**src/hdl/shdf_pkg.sv**
```systemverilog
// shared types and constants for the sync header frame deframer
package shdf_pkg;

   localparam logic [7:0] SYNC_0   = 8'h55;
   localparam logic [7:0] SYNC_1   = 8'h4E;
   localparam logic [7:0] SYNC_2   = 8'h45;
   localparam logic [7:0] SYNC_3   = 8'h52;
   localparam logic [7:0] RESERVED = 8'h00;
   localparam logic [7:0] COLON    = 8'h3A;

   // xor of the fixed header bytes, length byte folded in separately
   localparam logic [7:0] HDR_XOR = SYNC_0 ^ SYNC_1 ^ SYNC_2 ^ SYNC_3 ^ RESERVED ^ COLON;

   typedef enum logic [2:0] {
      PH_SYNC0 = 3'd0,
      PH_SYNC1 = 3'd1,
      PH_SYNC2 = 3'd2,
      PH_SYNC3 = 3'd3,
      PH_LEN   = 3'd4,
      PH_RSV   = 3'd5,
      PH_COLON = 3'd6,
      PH_BODY  = 3'd7
   } phase_type;

   typedef struct packed {
      logic [7:0] data_byte;
      logic       last_of_frame;
      logic       checksum_ok;
   } result_type;

endpackage

```
**src/hdl/shdf_parser.sv**
```systemverilog
// header parser, length counter and running xor, one byte per cycle while byte_take is high
module shdf_parser (
   input  logic                clock,
   input  logic                reset,
   input  logic                byte_take,
   input  logic [7:0]          rx_byte,
   output logic                res_push,
   output shdf_pkg::result_type res_item
);
   import shdf_pkg::*;

   phase_type  phase_ff, phase_in;
   logic [7:0] bytes_left_ff, bytes_left_in;
   logic [7:0] running_xor_ff, running_xor_in;

   always_ff @(posedge clock) begin
      if (reset) begin
         phase_ff       <= PH_SYNC0;
         bytes_left_ff  <= 8'd0;
         running_xor_ff <= 8'd0;
      end else if (byte_take) begin
         phase_ff       <= phase_in;
         bytes_left_ff  <= bytes_left_in;
         running_xor_ff <= running_xor_in;
      end
   end

   always_comb begin
      phase_in       = PH_SYNC0;
      bytes_left_in  = bytes_left_ff;
      running_xor_in = running_xor_ff;
      res_push       = 1'b0;
      res_item       = '{data_byte: rx_byte, last_of_frame: 1'b0, checksum_ok: 1'b0};
      unique case (phase_ff)
         PH_SYNC0: phase_in = (rx_byte == SYNC_0) ? PH_SYNC1 : PH_SYNC0;
         PH_SYNC1: phase_in = (rx_byte == SYNC_1) ? PH_SYNC2 : PH_SYNC0;
         PH_SYNC2: phase_in = (rx_byte == SYNC_2) ? PH_SYNC3 : PH_SYNC0;
         PH_SYNC3: phase_in = (rx_byte == SYNC_3) ? PH_LEN   : PH_SYNC0;
         PH_LEN: begin
            bytes_left_in = rx_byte;
            // zero length aborts the frame
            phase_in = (rx_byte == 8'd0) ? PH_SYNC0 : PH_RSV;
         end
         PH_RSV: phase_in = (rx_byte == RESERVED) ? PH_COLON : PH_SYNC0;
         PH_COLON: begin
            if (rx_byte == COLON) begin
               running_xor_in = HDR_XOR ^ bytes_left_ff;
               phase_in       = PH_BODY;
            end
         end
         PH_BODY: begin
            res_push = byte_take;
            if (bytes_left_ff > 8'd1) begin
               running_xor_in = running_xor_ff ^ rx_byte;
               bytes_left_in  = bytes_left_ff - 8'd1;
               phase_in       = PH_BODY;
            end else begin
               // checksum byte closes the frame
               bytes_left_in          = 8'd0;
               res_item.last_of_frame = 1'b1;
               res_item.checksum_ok   = (running_xor_ff == rx_byte);
            end
         end
         default: phase_in = PH_SYNC0;
      endcase
   end

endmodule

```
**src/hdl/shdf_out_buf.sv**
```systemverilog
// result register with a skid entry so the input stall is registered
module shdf_out_buf (
   input  logic                 clock,
   input  logic                 reset,
   input  logic                 push,
   input  shdf_pkg::result_type push_item,
   output logic                 full,
   output logic                 out_valid,
   input  logic                 out_stall,
   output shdf_pkg::result_type out_item
);
   import shdf_pkg::*;

   logic       out_valid_ff;
   logic       skid_valid_ff;
   result_type out_item_ff;
   result_type skid_item_ff;
   logic       pop;

   assign pop       = out_valid_ff & ~out_stall;
   assign full      = skid_valid_ff;
   assign out_valid = out_valid_ff;
   assign out_item  = out_item_ff;

   always_ff @(posedge clock) begin
      if (reset) begin
         out_valid_ff  <= 1'b0;
         skid_valid_ff <= 1'b0;
      end else begin
         priority if (skid_valid_ff) begin
            if (pop) begin
               skid_valid_ff <= 1'b0;
            end
         end else if (push && out_valid_ff && !pop) begin
            skid_valid_ff <= 1'b1;
         end else if (push) begin
            out_valid_ff <= 1'b1;
         end else if (pop) begin
            out_valid_ff <= 1'b0;
         end
      end
   end

   always_ff @(posedge clock) begin
      priority if (skid_valid_ff) begin
         if (pop) begin
            out_item_ff <= skid_item_ff;
         end
      end else if (push && out_valid_ff && !pop) begin
         skid_item_ff <= push_item;
      end else if (push) begin
         out_item_ff <= push_item;
      end
   end

endmodule

```
**src/hdl/sync_header_frame_deframer.sv**
```systemverilog
// top level of the sync header frame deframer
//
// bytes from a serial link enter on req_ (req_valid, req_stall, req_rx_byte).
// the block hunts for the four-byte sync word, then checks the length,
// reserved and colon bytes; any mismatch consumes the byte and restarts the hunt.
// every body byte comes out on rsp_ with rsp_data_byte; the final body byte is
// the checksum and comes out with rsp_last_of_frame high and rsp_checksum_ok
// telling whether it matched the xor over header and payload.
// header bytes and aborted frames give no output item.
// one byte is taken every cycle while req_stall is low; a body byte that is taken
// is registered in the result register after the parser, or in the skid entry if that is held.
// a skid entry behind the result register lets one more item in while the
// receiver stalls; req_stall then rises (registered) until the receiver takes
// an item, so no item is lost.
// synchronous reset returns the parser to the hunt for the first sync byte and
// empties the result register and the skid entry; no clearing pass is needed.
module sync_header_frame_deframer (
   input  logic       clock,
   input  logic       reset,
   input  logic       req_valid,
   output logic       req_stall,
   input  logic [7:0] req_rx_byte,
   output logic       rsp_valid,
   input  logic       rsp_stall,
   output logic [7:0] rsp_data_byte,
   output logic       rsp_last_of_frame,
   output logic       rsp_checksum_ok
);
   import shdf_pkg::*;

   logic       byte_take;
   logic       res_push;
   result_type res_item;
   result_type out_item;

   assign byte_take = req_valid & ~req_stall;

   shdf_parser u_parser (
      .clock     (clock),
      .reset     (reset),
      .byte_take (byte_take),
      .rx_byte   (req_rx_byte),
      .res_push  (res_push),
      .res_item  (res_item)
   );

   shdf_out_buf u_out_buf (
      .clock     (clock),
      .reset     (reset),
      .push      (res_push),
      .push_item (res_item),
      .full      (req_stall),
      .out_valid (rsp_valid),
      .out_stall (rsp_stall),
      .out_item  (out_item)
   );

   assign rsp_data_byte     = out_item.data_byte;
   assign rsp_last_of_frame = out_item.last_of_frame;
   assign rsp_checksum_ok   = out_item.checksum_ok;

   a_ok_only_when_last: assert property (@(posedge clock) disable iff (reset)
      rsp_valid && rsp_checksum_ok |-> rsp_last_of_frame)
      else $error("checksum_ok set on a payload item");

   a_stall_needs_pending: assert property (@(posedge clock) disable iff (reset)
      req_stall |-> rsp_valid)
      else $error("input stalled with no pending result");

   a_reset_empties: assert property (@(posedge clock)
      reset |=> !rsp_valid && !req_stall)
      else $error("output not empty after reset");

   a_push_needs_room: assert property (@(posedge clock) disable iff (reset)
      res_push |-> !req_stall)
      else $error("result pushed while buffer full");

endmodule

```
**config.mk**
```make
export PLATFORM = sky130hd
export DESIGN_NAME = sync_header_frame_deframer
export DESIGN_NICKNAME = d
export VERILOG_FILES = /design/src/hdl/shdf_pkg.sv /design/src/hdl/shdf_parser.sv /design/src/hdl/shdf_out_buf.sv /design/src/hdl/sync_header_frame_deframer.sv
export SDC_FILE = /design/constraint.sdc
export NUM_CORES = 1
export LEC_CHECK = 0
export ABC_CLOCK_PERIOD_IN_PS = 3000
export BUFFER_PORTS_ARGS = -buffer_cell sky130_fd_sc_hd__buf_4
export CAP_MARGIN = 15
export CORE_MARGIN = 2
export CORE_UTILIZATION = 55
export DETAILED_ROUTE_END_ITERATION = 8
export PLACE_DENSITY_LB_ADDON = 0.05
export SLEW_MARGIN = 20
export SYNTH_ARGS = -nofsm -noshare
export SYNTH_HDL_FRONTEND = slang
export SYNTH_SLANG_ARGS = --single-unit
```
**constraint.sdc**
```tcl
create_clock -name clock -period 3 [get_ports clock]
set_clock_uncertainty 0.1 [all_clocks]
set_input_delay 0.6 -clock clock [delete_from_list [all_inputs] [get_ports clock]]
set_output_delay 0.6 -clock clock [all_outputs]
set_load 0.01 [all_outputs]
```
==> results.md, run 1 <==
- RSZ-0062 raised after global routing: no
- Slew headroom: 0.543
- Die area: approximately 0.0049 mm^2
- CTS tree: built
- Syn Nets: 257
- Die Ht: 70.1 um
- Core box area: ~0.0043 mm^2
- R2R setup slack: 0.50 ns
- Post-Synthesis Cell Area: about 0.0024 mm^2
- Setup TNS: 0 ns
- Initial drt markers: 180
- Dpl hpwl: between 4000 and 5000 um
- Die X: 70.1 um
- Leakage: 0.919 nW
- DRT Pass-1 Iters: 4
- Critical Path Fanout Max: 12
- Hold WS: 0.412 ns
- CTS Buf Count: 5
- H-tree Lvls: 2
- CTS Buffer Depth: 2
- DRT Wirelength: 5690 um
- Post-cts resize count: 0
- Netlist cell types: 49
- FILL cells: 378
- Post-Place Cells: 303
- GPL Wtd Cong: between 0.9 and 1
- Post-CTS repair timing setup buffer count: 0
- Cell type with the largest total area after synthesis: edfxtp_1
- Minimum clock period: roughly 2.5 ns
- Top post-synthesis cells by count: 21 x dfxtp_1, 20 x edfxtp_1, 14 x a21oi_1, 13 x nand2_1, 13 x nor3_1
- HP Class: flop to flop
- Total Nets Final: 272
- DR WL/cell: ~18 um
- Antenna violations before repair: 0
- Grt peak-use layer: met2
- Post-synthesis sequential area ratio: 0.424
- Non-Filler Instances: 311
- Worst slew pin tran: around 0.68 ns
- CP required: 3.11 ns
- Worst skew pair latency: between 0.2 and 0.3 ns
- Asr flop ratio synth: 0
- GRT met1 Usage: 0.344
- Critical Path End Type: flop
- Fmax: 400 MHz
- Overflow after GRT: 0
- First-pass GRT wire length: 9470 um
- Synth Area in Simple Gates: 0.219
- Tot GR Track Use: 0.247
- Final core utilization: 0.624
- Root Buffer: clkbuf_8
- Syn avg cell area: 9.90 um^2
- Yosys reg bits: 41
- Synth Flop Type: dfxtp_1
- Yosys warns: 0
- Clock transition at path regs: 0.08 ns
- Largest family of logic cells by synthesized area: simple AND/OR/NAND/NOR gates
- Peak VDD IR: 0.363 mV
- Crit path DAT: 2.61 ns
- Clock Sinks: around 40
- Synth Area in XOR/XNOR: 0.0291
- Tot Pwr: 1.09 mW
- Met3 usage: 0.0404
- Top Ports: 24
- Top-area cell type share of the netlist area: 0.250
- Ant. Diodes: 0
- WS Path Type: flop to flop
- # DRC: 0
- Vias in the first global route: 1863
- Status: finished clean
- Detail Route Antenna Nets: 0
- Setup crit start kind: flop
- Hold buffers post-CTS: 0
- Post-synth EDFFs: 20
- Area growth, synth to finish: 11.4%
- Share of layout cells above drive strength 1: 0.220
- Power per standard cell area: 408 mW/mm^2
- DR vias/cell: 6.27
- Syn Inst Count: 243
- Synthesized-area fraction occupied by adder cells: 0.0104
- PortBufs: 23
- Met2 usage: 0.396
- # rows: 24
- Final hold violation count: 0
- Top-count cell post-synth: dfxtp_1
- Via count: 1950
- Compound-Gate Fraction of Synth Area: 0.198
- Pins over their slew limit: 0
- Max_cap viols: 0
- Leading post-synthesis cells by cell area: edfxtp_1 25%, dfxtp_1 17%, o32ai_2 4.7%
- Pin count of the biggest net entering global routing: 30
- Proportion of synthesized area in mux cells: 0.0551
- Initial core utilization: 0.560
- Fin crit share: 0.834
- Setup violations, final: 0
## power breakdown
group,switching (mW),leakage (nW),internal (mW)
Sequential,0.000000125,0.345,0.584
Combinational,0.0402,0.522,0.0269
Clock,0.198,0.0518,0.245
Total,0.238,0.919,0.856
## final timing paths
| path | from | cells past startpoint | end |
|---|---|---|---|
| worst min register to register | u_parser.running_xor_ff[7] | 2 | u_parser.running_xor_ff[7] |
| worst max-delay path | u_parser.bytes_left_ff[0] | 6 | u_parser.running_xor_ff[6] |
| worst min-delay path | u_parser.running_xor_ff[7] | 2 | u_parser.running_xor_ff[7] |
| worst max register to register | u_parser.bytes_left_ff[0] | 6 | u_parser.running_xor_ff[6] |
## stage by stage
step / instance area, um^2 / setup WS, ns
2_1_floorplan: 2410 / 0.540
3_3_place_gp: 2570 / 0.471
3_5_place_dp: 2570 / 0.440
4_1_cts: 2680 / 0.512
5_1_grt: 2680 / 0.380
6_report: 2680 / 0.497
## critical path, stage by stage (launching register included)
cell and delay [ns]:
dfxtp_1 0.41, inv_1 0.10, ha_1 0.25, or2_2 0.33, and4_1 0.32, or3_1 0.60
o32ai_2 0.30
## state kept, by name (all words and copies together) (netlist names)
| signal | count |
|---|---|
| u_out_buf.full | 1 |
| u_out_buf.out_item | 10 |
| u_out_buf.out_valid | 1 |
| u_out_buf.skid_item_ff | 10 |
| u_parser.bytes_left_ff | 8 |
| u_parser.phase_ff | 3 |
| u_parser.running_xor_ff | 8 |
## cells in the final DEF, fill, tap and decap left out, types with 3 or more instances in the layout
cell	Yosys	layout
nor3_1	13	13
dfxtp_1	21	21
a31oi_1	4	4
a21oi_1	14	14
buf_4	1	29
o21ai_0	11	11
and4_1	3	3
o32ai_1	4	4
nor4_1	7	7
a221oi_1	6	6
nor3b_1	8	8
nor2_1	12	12
and2_1	4	4
nand3_1	4	4
edfxtp_1	20	20
o32ai_2	7	7
nand4_1	3	3
xor2_1	8	8
or3_1	3	3
nand2_1	13	13
a211oi_1	3	3
clkbuf_8	0	5
nand2b_1	3	3
mux2_2	10	10
inv_1	10	10
## metal layers
| layer | part of all wire | vias up | wire, um |
|---|---|---|---|
| li1 | - | 953 | - |
| met1 | 0.46 | 936 | 2620 |
| met2 | 0.47 | 53 | 2680 |
| met3 | 0.052 | 8 | 298 |
| met4 | 0.016 | 0 | 91 |
| met5 | 0 | - | 0 |
## area by class of cell
class                   count  area (um^2)  share of cell area
clock inverters             3         41.3              0.0154
flip-flops and latches     41         1020               0.381
inverters                  10         37.5              0.0140
multi-input cells         171         1230               0.459
repair buffers             29          218              0.0812
clock buffers               5         68.8              0.0257
well taps                  52         65.1              0.0243
## kinds of logic after synthesis
kind of cell	after synthesis
buffers and inverters	31
multiplexers	12
flip-flops	41
adder cells (fa/ha/maj)	2
AO/OA/AOI/OAI	61
AND/OR/NAND/NOR	88
XOR/XNOR	8
(Power assumes the default switching activity.)
==> run 2, diff against run 1 <==
--- a/config.mk
+++ b/config.mk
@@ -5,7 +5,7 @@
 export SDC_FILE = /design/constraint.sdc
 export NUM_CORES = 1
 export LEC_CHECK = 0
-export ABC_CLOCK_PERIOD_IN_PS = 3000
+export ABC_CLOCK_PERIOD_IN_PS = 2500
 export BUFFER_PORTS_ARGS = -buffer_cell sky130_fd_sc_hd__buf_4
 export CAP_MARGIN = 15
 export CORE_MARGIN = 2
==> constraint.sdc (replaced) <==
create_clock -name clock -period 2.5 [get_ports clock]
set_clock_uncertainty 0.1 [all_clocks]
set_input_delay 0.5 -clock clock [delete_from_list [all_inputs] [get_ports clock]]
set_output_delay 0.5 -clock clock [all_outputs]
set_load 0.01 [all_outputs]
==> results.md, run 2 (same netlist as run 1, synthesis figures left out) <==
- Post-CTS repair timing setup buffer count: 0 (unchanged)
- Pin count of the biggest net entering global routing: 33 (+10%)
- Final hold violation count: 0 (unchanged)
- Cell area after layout: 0.00270 mm^2 (+0.79%)
- CTS Buf Count: 5 (unchanged)
- Worst slew pin tran: 0.561 ns (-0.123 ns)
- Pins over their slew limit: 0 (unchanged)
- Post-cts resize count: 0 (unchanged)
- Total Nets Final: 278 (+2.2%)
- Tot GR Track Use: 0.249 (+0.00199)
- Area growth, synth to finish: 12.3%
- CP required: 2.61 ns (-0.50 ns)
- Critical Path End Type: flop
- # DRC: 0 (unchanged)
- Detail Route Antenna Nets: 0 (unchanged)
- Crit path DAT: 2.46 ns (-0.15 ns)
- Die Ht: 70.1 um (unchanged)
- DR vias/cell: 6.30 (+0.42%)
- Setup TNS: 0 ns (unchanged)
- Ant. Diodes: 0 (unchanged)
- DRT Pass-1 Iters: 5 (+1)
- Via count: 1996 (+2.4%)
- Initial drt markers: 175 (-2.8%)
- CTS tree: built
- WS Path Type: flop to flop
- Worst skew pair latency: 0.29 ns (about the same)
- Root Buffer: clkbuf_8
- Power per standard cell area: 448 mW/mm^2 (+9.9%)
- Dpl hpwl: 4200 um (+3.8%)
- Initial core utilization: 0.560 (unchanged)
- Most frequent cells in the layout: 35 x buf_4, 21 x dfxtp_1, 20 x edfxtp_1
- Die X: 70.1 um (unchanged)
- Cell Area, Placed: 0.00262 mm^2 (+1.8%)
- GPL Wtd Cong: 0.904 (-0.33%)
- Fin crit share: 0.941 (+0.107)
- Slew headroom: 0.616 (+0.0728)
- Fmax: 425 MHz (+6.4%)
- Leakage: 0.941 nW (+2.4%)
- Top Ports: 24 (unchanged)
- DR WL/cell: 18.7 um (+2.0%)
- Hold buffers post-CTS: 0 (unchanged)
- H-tree Lvls: 2 (unchanged)
- Setup violations, final: 0 (unchanged)
- Clock Sinks: 41 (unchanged)
- Die area: 0.00492 mm^2 (unchanged)
- Share of layout cells above drive strength 1: 0.242 (+0.0214)
- CTS Buffer Depth: 2 (unchanged)
- Vias in the first global route: 1862 (-0.054%)
- Clock transition at path regs: 0.08 ns (about the same)
- DRT Wirelength: 5920 um (+4.0%)
- PortBufs: 23 (unchanged)
- Minimum clock period: 2.35 ns (-0.150 ns)
- Reg2reg path depth: 6 (unchanged)
- Status: finished clean
- Critical Path Fanout Max: 8 (-4)
- Max_cap viols: 0 (unchanged)
- WHS Path Cells: 1 (-1)
- Overflow after GRT: 0 (unchanged)
- RSZ-0062 raised after global routing: no
- First-pass GRT wire length: 9630 um (+1.7%)
- Core box area: 0.00429 mm^2 (unchanged)
- # rows: 24 (unchanged)
- HP Class: input port to flop
- Peak VDD IR: 0.243 mV (-33%)
- Antenna violations before repair: 0 (unchanged)
- Commonest non-fill, non-tap cell in the layout: buf_4
- Setup crit start kind: flop
## run 2: changes by cell type in the layout (fill, tap and decap cells not counted)
cell       before  now
clkinv_1        1    0
buf_4          29   35
clkinv_2        0    2
bufinv_16       1    0
## run 2: final cells by class
type,count,area [um^2]
Fill cell,367,1590
Multi-Input combinational cell,171,1230
Sequential cell,41,1020
Timing Repair Buffer,35,263
Clock buffer,5,68.8
Tap cell,52,65.1
Inverter,10,37.5
Clock inverter,3,17.5
## run 2: power breakdown
part / switching, mW / internal [mW]
clock network: 0.234 / 0.193
logic: 0.0500 / 0.0343
registers: 0.000000161 / 0.701
## run 2: worst paths after layout
kind	startpoint	end	slack, ns
setup / recovery	u_parser.bytes_left_ff[0]	u_parser.running_xor_ff[0]	0.15
hold / removal	req_rx_byte[7]	u_out_buf.skid_item_ff[9]	0.36
setup reg to reg	u_parser.bytes_left_ff[0]	u_parser.running_xor_ff[0]	0.15
hold reg to reg	u_parser.running_xor_ff[6]	u_parser.running_xor_ff[6]	0.41
## run 2: critical path, cell delays in order, from the launching register on
cell     delay (ns)
dfxtp_1        0.40
inv_1          0.09
ha_1           0.24
or2_2          0.33
and4_1         0.21
or3_1          0.57
o32ai_2        0.32
## run 2: through the flow
stage / utilization / worst slack (ns) / std cells / hold slack (ns) / total power, mW
floorplan: - / 0.140 / 243 / 0.377 / 0.766
global placement: 0.609 / 0.209 / 309 / 0.391 / 0.799
detailed placement: 0.609 / 0.176 / 309 / 0.401 / 0.800
CTS: 0.629 / 0.163 / 317 / 0.358 / 1.22
global route: 0.629 / 0.0667 / 317 / 0.364 / 1.25
finish: 0.629 / 0.147 / 317 / 0.362 / 1.21
## run 2: per-layer routing
metal / part of all wire / GRT usage / up-vias
met1: 0.45 / 0.336 / 951
met4: 0.0061 / 0.0684 / 0
li1: - / - / 978
met5: 0 / 0 / -
met3: 0.049 / 0.0361 / 4
met2: 0.50 / 0.418 / 63
